===== src/sv/fpba_pkg.sv =====
// ----------------------------------------------------------------------------
// fpba_pkg
// shared widths, codes and types of the fit policy block allocator
// ----------------------------------------------------------------------------
package fpba_pkg;

   // fixed field widths of the channels
   localparam int REQ_TYPE_BITS    = 1;
   localparam int BLOCK_INDEX_BITS = 4;
   localparam int SIZE_VALUE_BITS  = 16;
   localparam int POLICY_BITS      = 2;
   localparam int COUNT_BITS       = 5;
   localparam int CSR_INDEX_BITS   = 4;
   localparam int CSR_DATA_BITS    = 8;

   // parameter defaults
   localparam int DEF_NUM_BLOCKS = 16;
   localparam int DEF_SIZE_BITS  = 16;

   // register indexes
   localparam logic [CSR_INDEX_BITS-1:0] CSR_FIT_POLICY  = 4'd0;
   localparam logic [CSR_INDEX_BITS-1:0] CSR_BLOCK_COUNT = 4'd1;

   // request kinds
   localparam logic [REQ_TYPE_BITS-1:0] REQ_LOAD  = 1'b0;
   localparam logic [REQ_TYPE_BITS-1:0] REQ_ALLOC = 1'b1;

   // placement rules, the unused code behaves as first fit
   typedef enum logic [POLICY_BITS-1:0] {
      FIT_FIRST = 2'd0,
      FIT_BEST  = 2'd1,
      FIT_WORST = 2'd2
   } fit_policy_type;

   // control part of the search record moving along the cell row
   typedef struct packed {
      logic           active;
      logic           found;
      fit_policy_type policy;
   } cand_ctl_type;

endpackage


===== src/sv/fpba_ifs.sv =====
// ----------------------------------------------------------------------------
// fpba channel interfaces
// request, response and register write channels with valid/ready
// ----------------------------------------------------------------------------
interface fpba_req_if;
   logic                                   valid;
   logic                                   ready;
   logic [fpba_pkg::REQ_TYPE_BITS-1:0]     req_type;
   logic [fpba_pkg::BLOCK_INDEX_BITS-1:0]  block_index;
   logic [fpba_pkg::SIZE_VALUE_BITS-1:0]   size_value;

   modport source (output valid, output req_type, output block_index,
                   output size_value, input ready);
   modport sink   (input valid, input req_type, input block_index,
                   input size_value, output ready);
endinterface

interface fpba_rsp_if;
   logic                                   valid;
   logic                                   ready;
   logic                                   granted;
   logic [fpba_pkg::BLOCK_INDEX_BITS-1:0]  chosen_block;
   logic [fpba_pkg::SIZE_VALUE_BITS-1:0]   space_left;

   modport source (output valid, output granted, output chosen_block,
                   output space_left, input ready);
   modport sink   (input valid, input granted, input chosen_block,
                   input space_left, output ready);
endinterface

interface fpba_csr_if;
   logic                                   valid;
   logic                                   ready;
   logic [fpba_pkg::CSR_INDEX_BITS-1:0]    index;
   logic [fpba_pkg::CSR_DATA_BITS-1:0]     data;

   modport source (output valid, output index, output data, input ready);
   modport sink   (input valid, input index, input data, output ready);
endinterface


===== src/sv/fpba_cell.sv =====
// ----------------------------------------------------------------------------
// fpba_cell
// one block's free capacity plus one stage of the placement search
// ----------------------------------------------------------------------------
module fpba_cell #(
   parameter int NUM_BLOCKS = fpba_pkg::DEF_NUM_BLOCKS,
   parameter int SIZE_BITS  = fpba_pkg::DEF_SIZE_BITS,
   parameter int INDEX      = 0,
   localparam int IDX_BITS  = (NUM_BLOCKS > 1) ? $clog2(NUM_BLOCKS) : 1
) (
   input  logic                             clock,
   input  logic                             reset,
   input  logic [fpba_pkg::COUNT_BITS-1:0]  block_count,
   input  logic                             wr_en,
   input  logic [IDX_BITS-1:0]              wr_idx,
   input  logic [SIZE_BITS-1:0]             wr_data,
   input  fpba_pkg::cand_ctl_type           ctl_in,
   input  logic [IDX_BITS-1:0]              pick_in,
   input  logic [SIZE_BITS-1:0]             best_in,
   input  logic [SIZE_BITS-1:0]             size_in,
   output fpba_pkg::cand_ctl_type           ctl_out,
   output logic [IDX_BITS-1:0]              pick_out,
   output logic [SIZE_BITS-1:0]             best_out,
   output logic [SIZE_BITS-1:0]             size_out
);
   import fpba_pkg::*;

   logic [SIZE_BITS-1:0] cap_ff;
   cand_ctl_type         ctl_ff;
   cand_ctl_type         ctl_in_nx;
   logic [IDX_BITS-1:0]  pick_ff;
   logic [SIZE_BITS-1:0] best_ff;
   logic [SIZE_BITS-1:0] size_ff;
   logic                 in_use;
   logic                 hit;
   logic                 take;

   assign in_use = int'(block_count) > INDEX;
   assign hit    = ctl_in.active && in_use && (cap_ff >= size_in);

   // replace the current pick only when the rule prefers this block
   always_comb begin
      take = 1'b0;
      if (hit) begin
         if (!ctl_in.found) begin
            take = 1'b1;
         end else if (ctl_in.policy == FIT_BEST) begin
            take = cap_ff < best_in;
         end else if (ctl_in.policy == FIT_WORST) begin
            take = cap_ff > best_in;
         end
      end
   end

   always_comb begin
      ctl_in_nx       = ctl_in;
      ctl_in_nx.found = ctl_in.found | hit;
   end

   always_ff @(posedge clock) begin
      if (wr_en && (wr_idx == IDX_BITS'(INDEX))) begin
         cap_ff <= wr_data;
      end
   end

   always_ff @(posedge clock) begin
      if (reset) begin
         ctl_ff <= '0;
      end else begin
         ctl_ff <= ctl_in_nx;
      end
   end

   always_ff @(posedge clock) begin
      pick_ff <= take ? IDX_BITS'(INDEX) : pick_in;
      best_ff <= take ? cap_ff : best_in;
      size_ff <= size_in;
   end

   assign ctl_out  = ctl_ff;
   assign pick_out = pick_ff;
   assign best_out = best_ff;
   assign size_out = size_ff;

endmodule


===== src/sv/fit_policy_block_allocator.sv =====
// ----------------------------------------------------------------------------
// fit_policy_block_allocator
// first / best / worst fit placement over a row of capacity cells
// ----------------------------------------------------------------------------
// a load writes its cell at its accept edge and gives no response
// an allocation passes the start register, every cell, the outcome register and
//    then the response register; done waits while rsp stalls, and no new request
//    is taken until the result has moved into the response register
// reset: synchronous, clears policy (first fit), block count and control
//    state; capacities are undefined until loaded, no request taken in reset
module fit_policy_block_allocator #(
   parameter int NUM_BLOCKS = fpba_pkg::DEF_NUM_BLOCKS,
   parameter int SIZE_BITS  = fpba_pkg::DEF_SIZE_BITS
) (
   input  logic        clock,
   input  logic        reset,
   fpba_req_if.sink    req_ch,
   fpba_rsp_if.source  rsp_ch,
   fpba_csr_if.sink    csr_ch
);
   import fpba_pkg::*;

   localparam int IDX_BITS = (NUM_BLOCKS > 1) ? $clog2(NUM_BLOCKS) : 1;

   // one-hot control
   typedef enum logic [2:0] {
      ST_IDLE = 3'b001,
      ST_SCAN = 3'b010,
      ST_DONE = 3'b100
   } state_type;

   state_type            state_ff, state_in;
   fit_policy_type       fit_policy_ff;
   logic [COUNT_BITS-1:0] block_count_ff;

   // head of the cell row, holds the fresh search record for one cycle
   cand_ctl_type         start_ctl_ff, start_ctl_in;
   logic [SIZE_BITS-1:0] start_size_ff;

   // chain links, element k feeds cell k, the last one is the result
   cand_ctl_type         ctl_chain  [NUM_BLOCKS+1];
   logic [IDX_BITS-1:0]  pick_chain [NUM_BLOCKS+1];
   logic [SIZE_BITS-1:0] best_chain [NUM_BLOCKS+1];
   logic [SIZE_BITS-1:0] size_chain [NUM_BLOCKS+1];

   // shared write port of the cells
   logic                 wr_en;
   logic [IDX_BITS-1:0]  wr_idx;
   logic [SIZE_BITS-1:0] wr_data;

   // search outcome waiting for the response register
   logic                 pend_granted_ff;
   logic [IDX_BITS-1:0]  pend_pick_ff;
   logic [SIZE_BITS-1:0] pend_left_ff;

   // response register
   logic                        rsp_valid_ff, rsp_valid_in;
   logic                        rsp_granted_ff;
   logic [BLOCK_INDEX_BITS-1:0] rsp_block_ff;
   logic [SIZE_VALUE_BITS-1:0]  rsp_left_ff;

   logic                 req_fire;
   logic                 load_fire;
   logic                 alloc_fire;
   logic                 load_in_range;
   logic                 scan_end;
   logic [SIZE_BITS-1:0] fin_left;
   logic                 rsp_free;

   cand_ctl_type         fin_ctl;
   logic [IDX_BITS-1:0]  fin_pick;
   logic [SIZE_BITS-1:0] fin_best;
   logic [SIZE_BITS-1:0] fin_size;

   // handshakes, nothing is taken while in reset
   assign req_ch.ready  = !reset && (state_ff == ST_IDLE);
   assign csr_ch.ready  = !reset && (state_ff == ST_IDLE);
   assign req_fire      = req_ch.valid && req_ch.ready;
   assign load_fire     = req_fire && (req_ch.req_type == REQ_LOAD);
   assign alloc_fire    = req_fire && (req_ch.req_type == REQ_ALLOC);
   assign load_in_range = int'(req_ch.block_index) < NUM_BLOCKS;
   assign rsp_free      = !rsp_valid_ff || rsp_ch.ready;

   // tail of the cell row
   assign fin_ctl  = ctl_chain[NUM_BLOCKS];
   assign fin_pick = pick_chain[NUM_BLOCKS];
   assign fin_best = best_chain[NUM_BLOCKS];
   assign fin_size = size_chain[NUM_BLOCKS];
   assign scan_end = (state_ff == ST_SCAN) && fin_ctl.active;
   assign fin_left = fin_best - fin_size;

   // register writes, only taken while idle
   always_ff @(posedge clock) begin
      if (reset) begin
         fit_policy_ff  <= FIT_FIRST;
         block_count_ff <= '0;
      end else if (csr_ch.valid && csr_ch.ready) begin
         unique case (csr_ch.index)
            CSR_FIT_POLICY:  fit_policy_ff  <= fit_policy_type'(csr_ch.data[POLICY_BITS-1:0]);
            CSR_BLOCK_COUNT: block_count_ff <= csr_ch.data[COUNT_BITS-1:0];
            default: begin
               // writes beyond the register list are dropped
            end
         endcase
      end
   end

   // cell write port: a load from the request, or the write-back after a search
   always_comb begin
      wr_en   = 1'b0;
      wr_idx  = IDX_BITS'(req_ch.block_index);
      wr_data = SIZE_BITS'(req_ch.size_value);
      if (load_fire && load_in_range) begin
         wr_en = 1'b1;
      end else if (scan_end && fin_ctl.found) begin
         wr_en   = 1'b1;
         wr_idx  = fin_pick;
         wr_data = fin_left;
      end
   end

   // launch of a search record at the head of the row
   always_comb begin
      start_ctl_in        = '0;
      start_ctl_in.active = alloc_fire;
      start_ctl_in.found  = 1'b0;
      start_ctl_in.policy = fit_policy_ff;
   end

   always_ff @(posedge clock) begin
      if (reset) begin
         start_ctl_ff <= '0;
      end else begin
         start_ctl_ff <= start_ctl_in;
      end
   end

   always_ff @(posedge clock) begin
      if (alloc_fire) begin
         start_size_ff <= SIZE_BITS'(req_ch.size_value);
      end
   end

   assign ctl_chain[0]  = start_ctl_ff;
   assign pick_chain[0] = '0;
   assign best_chain[0] = '0;
   assign size_chain[0] = start_size_ff;

   // the row of cells, the search record moves one cell per cycle
   for (genvar k = 0; k < NUM_BLOCKS; k++) begin : g_cell
      fpba_cell #(
         .NUM_BLOCKS (NUM_BLOCKS),
         .SIZE_BITS  (SIZE_BITS),
         .INDEX      (k)
      ) u_cell (
         .clock       (clock),
         .reset       (reset),
         .block_count (block_count_ff),
         .wr_en       (wr_en),
         .wr_idx      (wr_idx),
         .wr_data     (wr_data),
         .ctl_in      (ctl_chain[k]),
         .pick_in     (pick_chain[k]),
         .best_in     (best_chain[k]),
         .size_in     (size_chain[k]),
         .ctl_out     (ctl_chain[k+1]),
         .pick_out    (pick_chain[k+1]),
         .best_out    (best_chain[k+1]),
         .size_out    (size_chain[k+1])
      );
   end

   // control sequence: idle -> scan -> done (wait for a free response slot)
   always_comb begin
      state_in = state_ff;
      unique case (state_ff)
         ST_IDLE: begin
            if (alloc_fire) begin
               state_in = ST_SCAN;
            end
         end
         ST_SCAN: begin
            if (fin_ctl.active) begin
               state_in = ST_DONE;
            end
         end
         ST_DONE: begin
            if (rsp_free) begin
               state_in = ST_IDLE;
            end
         end
         default: state_in = ST_IDLE;
      endcase
   end

   always_ff @(posedge clock) begin
      if (reset) begin
         state_ff <= ST_IDLE;
      end else begin
         state_ff <= state_in;
      end
   end

   // capture the search outcome
   always_ff @(posedge clock) begin
      if (scan_end) begin
         pend_granted_ff <= fin_ctl.found;
         pend_pick_ff    <= fin_pick;
         pend_left_ff    <= fin_left;
      end
   end

   // response register, zero fields when nothing fits
   always_comb begin
      rsp_valid_in = rsp_valid_ff;
      if (rsp_valid_ff && rsp_ch.ready) begin
         rsp_valid_in = 1'b0;
      end
      if ((state_ff == ST_DONE) && rsp_free) begin
         rsp_valid_in = 1'b1;
      end
   end

   always_ff @(posedge clock) begin
      if (reset) begin
         rsp_valid_ff <= 1'b0;
      end else begin
         rsp_valid_ff <= rsp_valid_in;
      end
   end

   always_ff @(posedge clock) begin
      if ((state_ff == ST_DONE) && rsp_free) begin
         rsp_granted_ff <= pend_granted_ff;
         rsp_block_ff   <= pend_granted_ff ? BLOCK_INDEX_BITS'(pend_pick_ff) : '0;
         rsp_left_ff    <= pend_granted_ff ? SIZE_VALUE_BITS'(pend_left_ff) : '0;
      end
   end

   assign rsp_ch.valid        = rsp_valid_ff;
   assign rsp_ch.granted      = rsp_granted_ff;
   assign rsp_ch.chosen_block = rsp_block_ff;
   assign rsp_ch.space_left   = rsp_left_ff;

endmodule

===== src/flat_wrapper.sv =====
// flat-port wrapper written by rule: the top's interface ports become plain ports
module fit_policy_block_allocator_flat import fpba_pkg::*;
#(
   parameter int NUM_BLOCKS = fpba_pkg::DEF_NUM_BLOCKS,
   parameter int SIZE_BITS  = fpba_pkg::DEF_SIZE_BITS
)
  (clock, reset, req_ch_valid, req_ch_req_type, req_ch_block_index, req_ch_size_value, req_ch_ready, rsp_ch_valid, rsp_ch_granted, rsp_ch_chosen_block, rsp_ch_space_left, rsp_ch_ready, csr_ch_valid, csr_ch_index, csr_ch_data, csr_ch_ready);
  fpba_req_if req_ch_i ();
  fpba_rsp_if rsp_ch_i ();
  fpba_csr_if csr_ch_i ();
  input  logic clock;
  input  logic reset;
  input wire logic [$bits(req_ch_i.valid)-1:0] req_ch_valid;
  input wire logic [$bits(req_ch_i.req_type)-1:0] req_ch_req_type;
  input wire logic [$bits(req_ch_i.block_index)-1:0] req_ch_block_index;
  input wire logic [$bits(req_ch_i.size_value)-1:0] req_ch_size_value;
  output wire logic [$bits(req_ch_i.ready)-1:0] req_ch_ready;
  output wire logic [$bits(rsp_ch_i.valid)-1:0] rsp_ch_valid;
  output wire logic [$bits(rsp_ch_i.granted)-1:0] rsp_ch_granted;
  output wire logic [$bits(rsp_ch_i.chosen_block)-1:0] rsp_ch_chosen_block;
  output wire logic [$bits(rsp_ch_i.space_left)-1:0] rsp_ch_space_left;
  input wire logic [$bits(rsp_ch_i.ready)-1:0] rsp_ch_ready;
  input wire logic [$bits(csr_ch_i.valid)-1:0] csr_ch_valid;
  input wire logic [$bits(csr_ch_i.index)-1:0] csr_ch_index;
  input wire logic [$bits(csr_ch_i.data)-1:0] csr_ch_data;
  output wire logic [$bits(csr_ch_i.ready)-1:0] csr_ch_ready;
  assign req_ch_i.valid = req_ch_valid;
  assign req_ch_i.req_type = req_ch_req_type;
  assign req_ch_i.block_index = req_ch_block_index;
  assign req_ch_i.size_value = req_ch_size_value;
  assign req_ch_ready = req_ch_i.ready;
  assign rsp_ch_valid = rsp_ch_i.valid;
  assign rsp_ch_granted = rsp_ch_i.granted;
  assign rsp_ch_chosen_block = rsp_ch_i.chosen_block;
  assign rsp_ch_space_left = rsp_ch_i.space_left;
  assign rsp_ch_i.ready = rsp_ch_ready;
  assign csr_ch_i.valid = csr_ch_valid;
  assign csr_ch_i.index = csr_ch_index;
  assign csr_ch_i.data = csr_ch_data;
  assign csr_ch_ready = csr_ch_i.ready;
  fit_policy_block_allocator #(.NUM_BLOCKS(NUM_BLOCKS), .SIZE_BITS(SIZE_BITS)) u_core (.clock(clock), .reset(reset), .req_ch(req_ch_i), .rsp_ch(rsp_ch_i), .csr_ch(csr_ch_i));
endmodule

===== config.mk =====
export PLATFORM = sky130hd
export DESIGN_NAME = fit_policy_block_allocator_flat
export DESIGN_NICKNAME = d
export VERILOG_FILES = /design/src/sv/fpba_pkg.sv /design/src/sv/fpba_ifs.sv /design/src/sv/fpba_cell.sv /design/src/sv/fit_policy_block_allocator.sv /design/src/flat_wrapper.sv
export SDC_FILE = /design/constraint.sdc
export NUM_CORES = 2
export LEC_CHECK = 0
export BUFFER_PORTS_ARGS = -buffer_cell sky130_fd_sc_hd__buf_2
export CORE_MARGIN = 1
export CORE_UTILIZATION = 35
export CTS_CLUSTER_SIZE = 12
export DETAILED_ROUTE_END_ITERATION = 8
export REMOVE_ABC_BUFFERS = 1
export SETUP_SLACK_MARGIN = 0.15
export SYNTH_ARGS = -nofsm -noshare
export SYNTH_HDL_FRONTEND = slang
export SYNTH_SLANG_ARGS = --single-unit

===== constraint.sdc =====
create_clock -name clock -period 4.4 [get_ports clock]
set_clock_uncertainty 0.05 [all_clocks]
set_input_delay 1.1 -clock clock [delete_from_list [all_inputs] [get_ports clock]]
set_output_delay 1.1 -clock clock [all_outputs]
set_load 0.01 [all_outputs]

==> impl_metrics.ini <==
[die]
die_h_um = 343
die_area_um2 = 118000
start_util_pct = 35.5
die_x_um = 343
rows = 124
io_pins = 62
core_area_um2 = 115000

[synthesis]
synth-async-reset-ratio_pct = 0
synth_cell_types = 71
yosys-mux-area-fraction_pct = 7.08
synth_compound_area_share_pct = 8.04
syn_avg_cell_area_um2 = 11.6
yosys.area_share.simple_pct = 8.68
synth_xor_area_share_pct = 0.258
yosysWarningCount = 0
synthAdderAreaFrac_pct = 15.7
syn-instance-count = 3510
synth_top_family_by_area = adder cells
synth_top_flop_cell = dfxtp_1
synth_seq_area_share_pct = 54.5
synth_top_cells_by_count = 637 x dfxtp_1, 537 x inv_1, 511 x ha_1
yosys_register_bits = 951
yosys.cell_count.top_type = dfxtp_1
synth_largest_area_cell = dfxtp_1
syn_area_um2 = 40700
synth_top_area_share_pct = 31.3
synthTopCellsByArea = dfxtp_1 31%, edfxtp_1 23%, ha_1 16%
synth_enable_flop_cells = 314

[global_route]
grt-ovfl-total = 0
met1_usage_pct = 21.5
grt_busiest_layer = met2
grt_use_total_pct = 16.6
antenna_found_initial = 6
grt_pass1_vias = 25400
grtUsageMet2_pct = 27.2
grt_pass1_wl_um = 148000
gr-usage-met3_pct = 3.33
grt_max_degree = 75

[power_and_ir_drop]
power_uw = 18600
power.leakage_uw = 0.0190
irDropWorstVdd_v = 0.000296
power_density_nw_per_um2 = 402

[clocking]
root_buffer = clkbuf_16
cts_made_buffers = 100
insertion_delay_ns = 0.66
cts_resized = 0
cts_hold_buf = 0
tritoncts = yes
cts_max_level = 3
cts_buffer_depth = 3
path_clk_slew_ns = 0.06
cts_setup_buffers = 0
clock_sinks = 951

[min_path]
hp-class = flip-flop to flip-flop

[timing]
tightest_slew_ns = 1.17
fin_crit_sh_pct = 77.4
setup_viol = 0
slew_headroom_pct = 21.8
drv_slew = 0
layout_min_cycle_time_ns = 3.41
fin_setup_tns_ns = 0
hold_viol = 0
rsz0062_at_grt = no
fin_hold_ws_ns = 0.292
fmax_mhz = 294

[drt]
ant_nets = 0
drt_iter0_markers = 1725
vias = 25600
dr.pass1.iters = 6
wl_per_cell_um = 18.5
vias_per_cell = 4.86
drcViolationCount = 0
drt_wl_total_um = 97400

[placed_design]
numPortBuffers = 58
place.gp.congestion = 0.882
place_hpwl_um = 72100

[setup_path]
path_class = flip-flop to flip-flop
startpoint_type = flip-flop
crit_required_ns = 4.66
cp-end-kind = flip-flop
arrival_ns = 3.66
crit_path_max_fanout = 16

[final_layout]
drive_above_1_share_pct = 14.4
finalNetCount = 4210
areaGrowthSynthToFinish_pct = 13.7

[run]
drv_cap = 0

[run_status]
status = complete, no violations
## layout make-up
| cell class | count | area [µm²] |
|---|---|---|
| Inverter | 537 | 2020 |
| Multi-Input combinational cell | 1965 | 16300 |
| Antenna cell | 1 | 2.50 |
| Timing Repair Buffer | 105 | 646 |
| Sequential cell | 951 | 22200 |
| Clock buffer | 159 | 2990 |
| Clock inverter | 27 | 307 |
| Fill cell | 10900 | 68500 |
| Tap cell | 1512 | 1890 |
## placed cells by master, fill, tap and decap left out, types with 69 or more instances in the layout
master and instances:
nand2_1 155, edfxtp_1 314, nand3_1 69, ha_1 511, o21ai_0 131, a21oi_1 185, mux2_2 222, nor2_1 102
dfxtp_1 637, inv_1 537, clkbuf_16 102
## registers in the layout, indices dropped and copies added (netlist names), 4 cells and up
| register | flops |
|---|---|
| u_core.g_cell.u_cell.best_out | 256 |
| u_core.rsp_ch.chosen_block | 4 |
| u_core.rsp_ch.space_left | 16 |
| u_core.start_size_ff | 16 |
| u_core.g_cell.u_cell.size_out | 256 |
| u_core.g_cell.u_cell.ctl_out | 62 |
| u_core.pend_left_ff | 16 |
| u_core.pend_pick_ff | 4 |
| u_core.g_cell.u_cell.pick_out | 49 |
| u_core.block_count_ff | 5 |
| u_core.g_cell.u_cell.cap_ff | 256 |
## path summary, 6_finish.rpt
path                                              from                                  end  slack [ns]  cells past startpoint
hold reg to reg    u_core.g_cell[4].u_cell.size_out[9]  u_core.g_cell[5].u_cell.size_out[9]        0.29                      0
setup / recovery  u_core.g_cell[15].u_cell.size_out[1]   u_core.g_cell[8].u_cell.cap_ff[13]        0.99                      8
setup reg to reg  u_core.g_cell[15].u_cell.size_out[1]   u_core.g_cell[8].u_cell.cap_ff[13]        0.99                      8
hold / removal     u_core.g_cell[4].u_cell.size_out[9]  u_core.g_cell[5].u_cell.size_out[9]        0.29                      0
## report_power, final
part	leakage, µW	internal [µW]	switching, µW
registers	0.00807	9320	181
logic	0.00932	294	527
clock network	0.00161	4940	3380
## cells by family (layout without fill, tap and decap cells)
logic type,Yosys count,after routing
AND/OR/NAND/NOR,662,662
XOR/XNOR,12,12
adder cells (fa/ha/maj),512,512
other,0,1
AO/OA/AOI/OAI,525,525
flip-flops,951,951
multiplexers,254,254
buffers and inverters,594,828
## stage by stage
step | setup slack, ns | util [%] | instance area, µm² | std cells
global placement | 0.690 | 37.5 | 43000 | 5070
global route | 0.857 | 40.3 | 46300 | 5256
finish | 0.994 | 40.3 | 46300 | 5257
floorplan | -0.525 | - | 40400 | 3453
CTS | 0.997 | 40.3 | 46300 | 5256
detailed placement | 0.649 | 37.5 | 43000 | 5070
## worst max-delay path, cell delays in order, from the launching register on
cell       delay [ns]
dfxtp_1          0.37
inv_1            0.06
ha_1             0.26
nor2b_1          0.11
o21ai_0          0.15
a211o_1          0.41
a2111oi_0        0.63
or2_2            0.24
a221o_1          0.78
## routing by layer
metal,up-vias,wire [µm]
met5,-,0
met4,0,3390
met3,168,5520
met2,501,44900
met1,12200,43500
li1,12700,-
No activity file was read; power rests on OpenSTA's default activity.
